`src/iba_pkg.sv`:
```
// Shared types and codes for the inode block allocator.
`default_nettype none
package iba_pkg;

  localparam int NUM_BLOCKS      = 128;
  localparam int NUM_INODES      = 16;
  localparam int MAX_FILE_BLOCKS = 8;

  typedef enum logic [1:0] {
    KIND_CREATE = 2'd0,
    KIND_DELETE = 2'd1,
    KIND_LOOKUP = 2'd2,
    KIND_NONE   = 2'd3
  } kind_t;

  typedef enum logic [2:0] {
    ST_OK        = 3'd0,
    ST_BAD_SIZE  = 3'd1,
    ST_FULL      = 3'd2,
    ST_NO_SPACE  = 3'd3,
    ST_NOT_FOUND = 3'd4,
    ST_RANGE     = 3'd5
  } status_t;

  typedef enum logic [3:0] {
    S_IDLE,
    S_CHECK,
    S_FIND,
    S_FIND_WAIT,
    S_ALLOC,
    S_ALLOC_DONE,
    S_FREE_RD,
    S_FREE_WAIT,
    S_FREE_BIT,
    S_LOOK_RD,
    S_LOOK_WAIT,
    S_RESP
  } state_t;

  typedef struct packed {
    logic load;
    logic inode_clr;
    logic blk_clr;
    logic inode_step;
    logic blk_step;
    logic ptr_step;
    logic alloc_take;
    logic commit_create;
    logic free_take;
    logic commit_delete;
    logic look_rd;
    logic look_cap;
    logic set_status;
    status_t status;
    logic resp_load;
  } cmd_t;

  typedef struct packed {
    kind_t kind;
    logic  size_bad;
    logic  table_full;
    logic  no_space;
    logic  inode_last;
    logic  inode_hit;
    logic  blk_last;
    logic  blk_free;
    logic  alloc_done;
    logic  idx_range;
  } stat_t;

endpackage
`default_nettype wire

```
`src/iba_ram.sv`:
```
// Generic single-port-write RAM with registered read.
`default_nettype none
module iba_ram #(
  parameter int WIDTH = 8,
  parameter int DEPTH = 16
) (
  input  wire logic                     clk,
  input  wire logic                     we,
  input  wire logic [$clog2(DEPTH)-1:0] waddr,
  input  wire logic [WIDTH-1:0]         wdata,
  input  wire logic [$clog2(DEPTH)-1:0] raddr,
  output logic      [WIDTH-1:0]         rdata
);
  logic [WIDTH-1:0] mem [DEPTH];

  always_ff @(posedge clk) begin
    if (we) mem[waddr] <= wdata;
    rdata <= mem[raddr];
  end
endmodule
`default_nettype wire

```
`src/iba_ctrl.sv`:
```
// Controller state machine for the allocator.
`default_nettype none
module iba_ctrl import iba_pkg::*; (
  input  wire logic  clk,
  input  wire logic  rst_n,
  input  wire logic  in_valid,
  output logic       in_stall,
  output logic       out_valid,
  input  wire logic  out_stall,
  input  wire stat_t st,
  output cmd_t       cmd
);
  state_t state_r, state_nxt;
  logic   out_valid_r, out_valid_nxt;

  assign in_stall  = (state_r != S_IDLE);
  assign out_valid = out_valid_r;

  always_comb begin
    state_nxt = state_r;
    case (state_r)
      S_IDLE:  if (in_valid) state_nxt = S_CHECK;
      S_CHECK: begin
        case (st.kind)
          KIND_CREATE: state_nxt = (st.size_bad || st.table_full || st.no_space) ?
                                   S_RESP : S_FIND;
          KIND_DELETE, KIND_LOOKUP: state_nxt = S_FIND;
          default: state_nxt = S_RESP;
        endcase
      end
      S_FIND: begin
        if (st.inode_hit) begin
          case (st.kind)
            KIND_CREATE: state_nxt = S_ALLOC;
            KIND_DELETE: state_nxt = S_FREE_RD;
            default:     state_nxt = S_LOOK_RD;
          endcase
        end else if (st.inode_last) state_nxt = S_RESP;
      end
      S_ALLOC:      if (st.alloc_done || st.blk_last) state_nxt = S_ALLOC_DONE;
      S_ALLOC_DONE: state_nxt = S_RESP;
      S_FREE_RD:    state_nxt = st.alloc_done ? S_RESP : S_FREE_WAIT;
      S_FREE_WAIT:  state_nxt = S_FREE_BIT;
      S_FREE_BIT:   state_nxt = S_FREE_RD;
      S_LOOK_RD:    state_nxt = st.idx_range ? S_RESP : S_LOOK_WAIT;
      S_LOOK_WAIT:  state_nxt = S_RESP;
      S_RESP:       if (!out_valid_r || !out_stall) state_nxt = S_IDLE;
      default:      state_nxt = S_IDLE;
    endcase
  end

  always_comb begin
    cmd = '0;
    cmd.status = ST_OK;
    out_valid_nxt = out_valid_r && out_stall;
    case (state_r)
      S_IDLE: if (in_valid) cmd.load = 1'b1;
      S_CHECK: begin
        cmd.inode_clr = 1'b1;
        cmd.blk_clr   = 1'b1;
        if (st.kind == KIND_CREATE) begin
          if (st.size_bad) begin
            cmd.set_status = 1'b1; cmd.status = ST_BAD_SIZE;
          end else if (st.table_full) begin
            cmd.set_status = 1'b1; cmd.status = ST_FULL;
          end else if (st.no_space) begin
            cmd.set_status = 1'b1; cmd.status = ST_NO_SPACE;
          end
        end
      end
      S_FIND: begin
        if (!st.inode_hit) begin
          cmd.inode_step = 1'b1;
          if (st.inode_last) begin
            cmd.set_status = 1'b1;
            cmd.status = (st.kind == KIND_CREATE) ? ST_FULL : ST_NOT_FOUND;
          end
        end
      end
      S_ALLOC: begin
        if (!st.alloc_done) begin
          cmd.blk_step = 1'b1;
          if (st.blk_free) cmd.alloc_take = 1'b1;
        end
      end
      S_ALLOC_DONE: cmd.commit_create = 1'b1;
      S_FREE_RD: begin
        if (st.alloc_done) cmd.commit_delete = 1'b1;
      end
      S_FREE_BIT: begin
        cmd.free_take = 1'b1;
        cmd.ptr_step  = 1'b1;
      end
      S_LOOK_RD: begin
        if (st.idx_range) begin
          cmd.set_status = 1'b1; cmd.status = ST_RANGE;
        end else cmd.look_rd = 1'b1;
      end
      S_LOOK_WAIT: cmd.look_cap = 1'b1;
      S_RESP: begin
        if (!out_valid_r || !out_stall) begin
          cmd.resp_load = 1'b1;
          out_valid_nxt = 1'b1;
        end
      end
      default: ;
    endcase
  end

  always_ff @(posedge clk) begin
    if (!rst_n) begin
      state_r     <= S_IDLE;
      out_valid_r <= 1'b0;
    end else begin
      state_r     <= state_nxt;
      out_valid_r <= out_valid_nxt;
    end
  end
endmodule
`default_nettype wire

```
`src/iba_dp.sv`:
```
// Datapath: block map, inode table, pointer memory and result register.
`default_nettype none
module iba_dp import iba_pkg::*; (
  input  wire logic        clk,
  input  wire logic        rst_n,
  input  wire cmd_t        cmd,
  output stat_t            st,
  input  wire logic [1:0]  in_kind,
  input  wire logic [63:0] in_file_name,
  input  wire logic [3:0]  in_size_blocks,
  input  wire logic [3:0]  in_block_index,
  output logic      [2:0]  out_status,
  output logic      [6:0]  out_block_address,
  output logic      [3:0]  out_inode_slot,
  output logic      [6:0]  out_free_blocks,
  output logic      [4:0]  out_file_count
);
  localparam int BW = $clog2(NUM_BLOCKS);
  localparam int IW = $clog2(NUM_INODES);
  localparam int KW = (MAX_FILE_BLOCKS > 1) ? $clog2(MAX_FILE_BLOCKS) : 1;
  localparam int PD = NUM_INODES * MAX_FILE_BLOCKS;
  localparam int PW = $clog2(PD);
  localparam int CW = $clog2(NUM_BLOCKS + 1);
  localparam int FW = $clog2(NUM_INODES + 1);

  logic [NUM_BLOCKS-1:0] map_r;
  logic [NUM_INODES-1:0] used_r;
  logic [63:0]           names_r [NUM_INODES];
  logic [3:0]            sizes_r [NUM_INODES];
  logic [CW-1:0]         fcnt_r;
  logic [FW-1:0]         files_r;

  kind_t       kind_r;
  logic [63:0] name_r;
  logic [3:0]  size_r, idx_r;
  logic [IW-1:0] islot_r;
  logic [BW-1:0] bidx_r;
  logic [4:0]  got_r;
  status_t     status_r;
  logic [6:0]  addr_r;

  logic [63:0] norm;
  logic        stop;
  always_comb begin
    norm = '0;
    stop = 1'b0;
    for (int b = 0; b < 8; b++) begin
      if (in_file_name[8*b +: 8] == 8'd0) stop = 1'b1;
      if (!stop) norm[8*b +: 8] = in_file_name[8*b +: 8];
    end
  end

  logic          p_we;
  logic [PW-1:0] p_waddr, p_raddr;
  logic [BW-1:0] p_rdata;
  logic [KW-1:0] got_k, idx_k;

  assign got_k   = got_r[KW-1:0];
  assign idx_k   = idx_r[KW-1:0];
  assign p_we    = cmd.alloc_take;
  assign p_waddr = PW'({islot_r, got_k});
  assign p_raddr = cmd.look_rd ? PW'({islot_r, idx_k}) : PW'({islot_r, got_k});

  iba_ram #(.WIDTH(BW), .DEPTH(PD)) u_ptr (
    .clk(clk), .we(p_we), .waddr(p_waddr), .wdata(bidx_r),
    .raddr(p_raddr), .rdata(p_rdata)
  );

  logic [4:0] cur_size;
  assign cur_size = {1'b0, sizes_r[islot_r]};

  always_comb begin
    st.kind       = kind_r;
    st.size_bad   = (size_r == 4'd0) || (32'(size_r) > MAX_FILE_BLOCKS);
    st.table_full = (32'(files_r) >= NUM_INODES);
    st.no_space   = (32'(size_r) > 32'(fcnt_r));
    st.inode_last = (32'(islot_r) == NUM_INODES - 1);
    st.inode_hit  = (kind_r == KIND_CREATE) ? !used_r[islot_r] :
                    (used_r[islot_r] && names_r[islot_r] == name_r);
    st.blk_last   = (32'(bidx_r) == NUM_BLOCKS - 1);
    st.blk_free   = !map_r[bidx_r];
    st.alloc_done = (kind_r == KIND_CREATE) ? (got_r == {1'b0, size_r}) :
                    (got_r >= cur_size || 32'(got_r) >= MAX_FILE_BLOCKS);
    st.idx_range  = ({1'b0, idx_r} >= cur_size) || (32'(idx_r) >= MAX_FILE_BLOCKS);
  end

  always_ff @(posedge clk) begin
    if (!rst_n) begin
      map_r   <= NUM_BLOCKS'(1);
      used_r  <= '0;
      fcnt_r  <= CW'(NUM_BLOCKS - 1);
      files_r <= '0;
    end else begin
      if (cmd.alloc_take) map_r[bidx_r] <= 1'b1;
      if (cmd.free_take && map_r[p_rdata]) begin
        map_r[p_rdata] <= 1'b0;
        fcnt_r <= fcnt_r + CW'(1);
      end
      if (cmd.commit_create) begin
        used_r[islot_r] <= 1'b1;
        files_r <= files_r + FW'(1);
        fcnt_r  <= fcnt_r - CW'(got_r);
      end
      if (cmd.commit_delete) begin
        used_r[islot_r] <= 1'b0;
        if (files_r != '0) files_r <= files_r - FW'(1);
      end
    end
  end

  always_ff @(posedge clk) begin
    if (cmd.load) begin
      kind_r   <= kind_t'(in_kind);
      name_r   <= norm;
      size_r   <= in_size_blocks;
      idx_r    <= in_block_index;
      status_r <= ST_OK;
      addr_r   <= '0;
    end
    if (cmd.inode_clr) islot_r <= '0;
    else if (cmd.inode_step && !st.inode_last) islot_r <= islot_r + IW'(1);
    if (cmd.blk_clr) begin
      bidx_r <= BW'(1);
      got_r  <= '0;
    end else begin
      if (cmd.blk_step) bidx_r <= bidx_r + BW'(1);
      if (cmd.alloc_take || cmd.ptr_step) got_r <= got_r + 5'd1;
    end
    if (cmd.commit_create) begin
      names_r[islot_r] <= name_r;
      sizes_r[islot_r] <= got_r[3:0];
    end
    if (cmd.set_status) status_r <= cmd.status;
    if (cmd.look_cap) addr_r <= 7'(p_rdata);
    if (cmd.resp_load) begin
      out_status        <= status_r;
      out_block_address <= addr_r;
      out_inode_slot    <= (status_r == ST_OK || status_r == ST_RANGE) &&
                           kind_r != KIND_NONE ? 4'(islot_r) : 4'd0;
      out_free_blocks   <= 7'(fcnt_r);
      out_file_count    <= 5'(files_r);
    end
  end
endmodule
`default_nettype wire

```
`src/inode_block_allocator_core.sv`:
```
// Top level of the inode block allocator.
//   channel | direction | ports
//   request | in        | in_valid, in_stall, in_kind, in_file_name, in_size_blocks, in_block_index
//   result  | out       | out_valid, out_stall, out_status, out_block_address, out_inode_slot,
//           |           | out_free_blocks, out_file_count
// One request at a time: a create scans the inode table (up to NUM_INODES slots) and
// the block map (up to NUM_BLOCKS - 1 blocks); a delete frees its pointers one by one.
// Both scans, over the map and over the inode table, are serial.
// Reset restores the map and counts at once; no clearing pass.
// A stalled result holds; a new request is taken once the result is registered.
`default_nettype none
module inode_block_allocator_core import iba_pkg::*; (
  input  wire logic        clk,
  input  wire logic        rst_n,
  input  wire logic        in_valid,
  output logic             in_stall,
  input  wire logic [1:0]  in_kind,
  input  wire logic [63:0] in_file_name,
  input  wire logic [3:0]  in_size_blocks,
  input  wire logic [3:0]  in_block_index,
  output logic             out_valid,
  input  wire logic        out_stall,
  output logic      [2:0]  out_status,
  output logic      [6:0]  out_block_address,
  output logic      [3:0]  out_inode_slot,
  output logic      [6:0]  out_free_blocks,
  output logic      [4:0]  out_file_count
);
  cmd_t  cmd;
  stat_t st;

  iba_ctrl u_ctrl (
    .clk(clk), .rst_n(rst_n), .in_valid(in_valid), .in_stall(in_stall),
    .out_valid(out_valid), .out_stall(out_stall), .st(st), .cmd(cmd)
  );

  iba_dp u_dp (
    .clk(clk), .rst_n(rst_n), .cmd(cmd), .st(st),
    .in_kind(in_kind), .in_file_name(in_file_name), .in_size_blocks(in_size_blocks),
    .in_block_index(in_block_index), .out_status(out_status),
    .out_block_address(out_block_address), .out_inode_slot(out_inode_slot),
    .out_free_blocks(out_free_blocks), .out_file_count(out_file_count)
  );

  a_busy: assert property (@(posedge clk) disable iff (!rst_n)
    (in_valid && !in_stall) |=> in_stall)
    else $error("request taken while idle did not start work");
  a_hold: assert property (@(posedge clk) disable iff (!rst_n)
    (out_valid && out_stall) |=> (out_valid && $stable(out_status)))
    else $error("stalled result changed");
  a_addr: assert property (@(posedge clk) disable iff (!rst_n)
    (out_valid && out_status != 3'(ST_OK)) |-> (out_block_address == 7'd0))
    else $error("address on failed request");
endmodule
`default_nettype wire
```
`config.mk`:
```
export PLATFORM = sky130hd
export DESIGN_NAME = inode_block_allocator_core
export DESIGN_NICKNAME = d
export VERILOG_FILES = /design/src/iba_pkg.sv /design/src/iba_ram.sv /design/src/iba_ctrl.sv /design/src/iba_dp.sv /design/src/inode_block_allocator_core.sv
export SDC_FILE = /design/constraint.sdc
export NUM_CORES = 2
export LEC_CHECK = 0
export ABC_CLOCK_PERIOD_IN_PS = 7300
export BUFFER_PORTS_ARGS = -buffer_cell sky130_fd_sc_hd__buf_2
export CAP_MARGIN = 10
export CORE_AREA = 2 2 444 336
export CTS_CLUSTER_SIZE = 10
export DETAILED_ROUTE_END_ITERATION = 6
export DIE_AREA = 0 0 446 338
export GPL_ROUTABILITY_DRIVEN = 0
export PLACE_DENSITY = 0.77
export SLEW_MARGIN = 0
export SYNTH_ARGS = -nofsm -noshare
export SYNTH_HDL_FRONTEND = slang
export SYNTH_SLANG_ARGS = --single-unit
export TNS_END_PERCENT = 50
```
`constraint.sdc`:
```
create_clock -name clk -period 7.3 [get_ports clk]
set_input_delay 1.095 -clock clk [delete_from_list [all_inputs] [get_ports clk]]
set_output_delay 1.095 -clock clk [all_outputs]
set_load 0.01 [all_outputs]
```
==> summary.md <==
| Metric | Value |
|---|---|
| Average size of a mapped cell | 18.18 um^2 |
| Resize count post-CTS | 0 |
| Aggregate global-route resource usage | 0.3289 |
| Synth top cells by count | sky130_fd_sc_hd__edfxtp_1 (2094), sky130_fd_sc_hd__mux4_2 (485), sky130_fd_sc_hd__nor2_1 (256) |
| Die height | 338 um |
| Remaining max-slew budget at the tightest pin | 0.07099 |
| Max rail drop VDD | 0.2955 mV |
| FF+latch count, synth | 2283 |
| Core region area | 146500 um^2 |
| Detail Route Antenna Nets | 0 |
| Final setup violation count | 0 |
| Cts bufs inserted | 279 |
| # Max-Cap Violations | 0 |
| Clock edge transition at the registers on the reported setup and hold paths | 60 ps |
| Total negative setup slack | 0 ps |
| Static Leakage | 32.42 nW |
| Data required time of the worst path | 8140 ps |
| Post-CTS repair timing setup buffer count | 0 |
| Final Hold Fails | 0 |
| Worst-Margin Slew | 1383 ps |
| Number of antenna violations at the first check in global routing | 11 |
| Top FF cell, synth | sky130_fd_sc_hd__edfxtp_1 |
| Net Count, Synth | 5160 |
| Count of routing violations after the opening detailed-route iteration | 9266 |
| Quantity of I/O buffers inserted on ports | 105 |
| Distinct cell type count after synthesis | 91 |
| Remaining DRCs | 0 |
| RSZ-0062 raised after global routing | no |
| Source-to-sink clock delay at the later pin of the worst-skew pair | 910 ps |
| Largest net degree at the start of global routing | 107 |
| Via count of the routed design | 52700 |
| Number of enable-type register cells in the synthesized netlist | 2094 |
| Worst min-delay path class | primary input to flop |
| CP Data Arrival Time | 6830 ps |
| Avg WL per Cell | 33.94 um |
| Overflow after GRT | 0 |
| Cell type with the largest total area after synthesis | sky130_fd_sc_hd__edfxtp_1 |
| Net count reported at finish | 5369 |
| Share of the synthesized area in the top cell type | 0.6848 |
| Status | completed |
| Post-layout utilization of the core | 0.6969 |
| CP startpoint kind | flop |
| Share of the clock period used by the worst path | 0.8202 |
| Async set-reset flop share out of synthesis | 0 |
| Horizontal die dimension | 446 um |
| Gate count of the mapped netlist | 5050 |
| Warnings, synthesis | 0 |
| Synthesis-to-finish area growth | 11.23% |
| Clock tree root driver cell | sky130_fd_sc_hd__clkbuf_16 |
| Clock tree skew after final layout | 58.88 ps |
| Vias in the first global route | 51380 |
| TritonCTS clock tree | built |
| FILL cells | 8731 |
| Most numerous cell in the Yosys netlist | sky130_fd_sc_hd__edfxtp_1 |
| H-tree depth | 5 |
| Initial core utilization | 0.6266 |
| Share of the yosys chip area belonging to registers | 0.7260 |
| Number of detailed-route iterations in the first pass | 6 |
| Clk sinks | 2283 |
| Power Dens Cells | 327.8 nW/um^2 |
| Area of combinational cells with multiple inputs | 23820 um^2 |
| Detailed Place HPWL | 141600 um |
| Post-cts hold buffer count | 0 |
| Final min period | 5987 ps |
| Global-route wire length before repair | 356900 um |
| Final Max Slew Viols | 0 |
| Crit-path max FO | 43 |
| Flip-flop and latch area | 66710 um^2 |
| Share of final-layout standard cells stronger than drive strength 1 | 0.2166 |
| Highest Clock Rate | 167.0 MHz |
| Top cells by area, synth | sky130_fd_sc_hd__edfxtp_1 (68%), sky130_fd_sc_hd__mux4_2 (12%), sky130_fd_sc_hd__dfxtp_1 (4.1%), sky130_fd_sc_hd__mux2i_1 (1.9%), sky130_fd_sc_hd__nor2_1 (1.0%) |
| Sort of element at the end of the critical path | flop |
| Max Buffers Root-to-Sink | 4 |
| Area enclosed by the die boundary | 150700 um^2 |
| Count of pins on the block boundary | 106 |
| Kind of critical path | flop to flop |
| Routed wire length | 246000 um |
| Number of placement rows | 122 |
| Mapped Area | 91820 um^2 |
| Vias per Instance | 7.270 |
stage by stage:
step	cells	cell area (um^2)	power [mW]	worst slack [ps]	hold slack, ps
after floorplan	5050	91820	19.63	748.3	400.3
after global placement	6899	94690	21.61	1486	401.6
after detailed placement	6899	94690	21.71	1552	404.5
after CTS	7244	102100	33.40	1491	330.5
after global routing	7247	102100	34.35	1212	361.1
final	7249	102100	33.48	1313	374.1
kinds of logic after synthesis:
group | synth area share
adders and majority gates | 0.004442
AOI/OAI and AO/OA | 0.05252
muxes | 0.1437
DFF | 0.7260
buffers and inverters | 0.01703
xor gates and xnor gates | 0.008680
and+or+nand+nor | 0.04760
final cells by class:
type / instances / area share
Timing Repair Buffer: 229 / 0.01546
Antenna cell: 4 / 0.00009801
Multi-Input combinational cell: 2416 / 0.2332
Tap cell: 1922 / 0.02355
Inverter: 50 / 0.001862
Clock buffer: 340 / 0.07206
Clock inverter: 5 / 0.0006003
Sequential cell: 2283 / 0.6532
path summary, 6_finish.rpt:
path	slack (ps)	depth (start not counted)	startpoint	endpoint
max	1310	13	flop	u_dp.u_ptr.rdata[3]$_DFF_P_
min reg2reg	420	0	u_dp.addr_r[3]$_SDFFCE_PN0P_	u_dp.out_block_address[3]$_DFFE_PP_
min	370	1	in_kind[0]	u_dp.kind_r[0]$_DFFE_PP_
max reg2reg	1310	13	flop	u_dp.u_ptr.rdata[3]$_DFF_P_
power breakdown:
group          total, mW  internal (mW)  switching, mW
Combinational       5.95           2.30           3.65
Sequential          15.7           15.0          0.746
Clock               11.8           6.98           4.84
Total               33.5           24.2           9.24
layer usage:
layer  vias to the layer above  GRT usage  part of all wire
met4                         8     0.1251             0.038
met3                       614    0.09217              0.14
met2                      4339     0.4657              0.44
met1                     26840     0.4932              0.38
met5                         -          0           0.00019
li1                      20900          -                 -
registers in the layout, summed over array words and instances, names as in the netlist, 8 cells and up, named ones only:
signal	cells
u_dp.name_r	64
u_dp.fcnt_r	8
u_dp.names_r	1024
u_dp.used_r	16
u_dp.map_r	128
u_dp.sizes_r	64
u_dp.u_ptr.mem	896
cell usage in the layout, fill, tap and decap left out, drive strengths merged, types with 10 or more instances in the layout:
cell     instances
nor4            48
edfxtp        2094
o221a           17
o22ai           79
nand3           88
o211ai          13
mux2            44
a31oi           15
ha              31
and2            80
inv             49
xor2            40
dfxtp          189
o2111ai         28
a22oi           24
nor3            61
mux2i          177
a22o            15
a211oi         127
a2111oi         10
nand4           15
nor2b           30
a21oi          178
nand2b          27
or2             22
a221oi          34
xnor2           51
nor2           257
nand2          223
clkbuf         341
o21ai           44
mux4           485
buf            228
a221o           19
worst max-delay path, stage by stage (launching register included):
cell and delay (ps):
sky130_fd_sc_hd__dfxtp_4 640, sky130_fd_sc_hd__mux4_2 580, sky130_fd_sc_hd__mux4_2 510, sky130_fd_sc_hd__ha_1 280, sky130_fd_sc_hd__nand2b_1 140, sky130_fd_sc_hd__a211oi_1 290, sky130_fd_sc_hd__o211ai_1 210, sky130_fd_sc_hd__buf_4 250
sky130_fd_sc_hd__mux2_4 680, sky130_fd_sc_hd__buf_4 490, sky130_fd_sc_hd__mux4_2 360, sky130_fd_sc_hd__o22ai_1 110, sky130_fd_sc_hd__nor4_1 1090, sky130_fd_sc_hd__or4_1 220
Power figures use the tool's default switching activity.
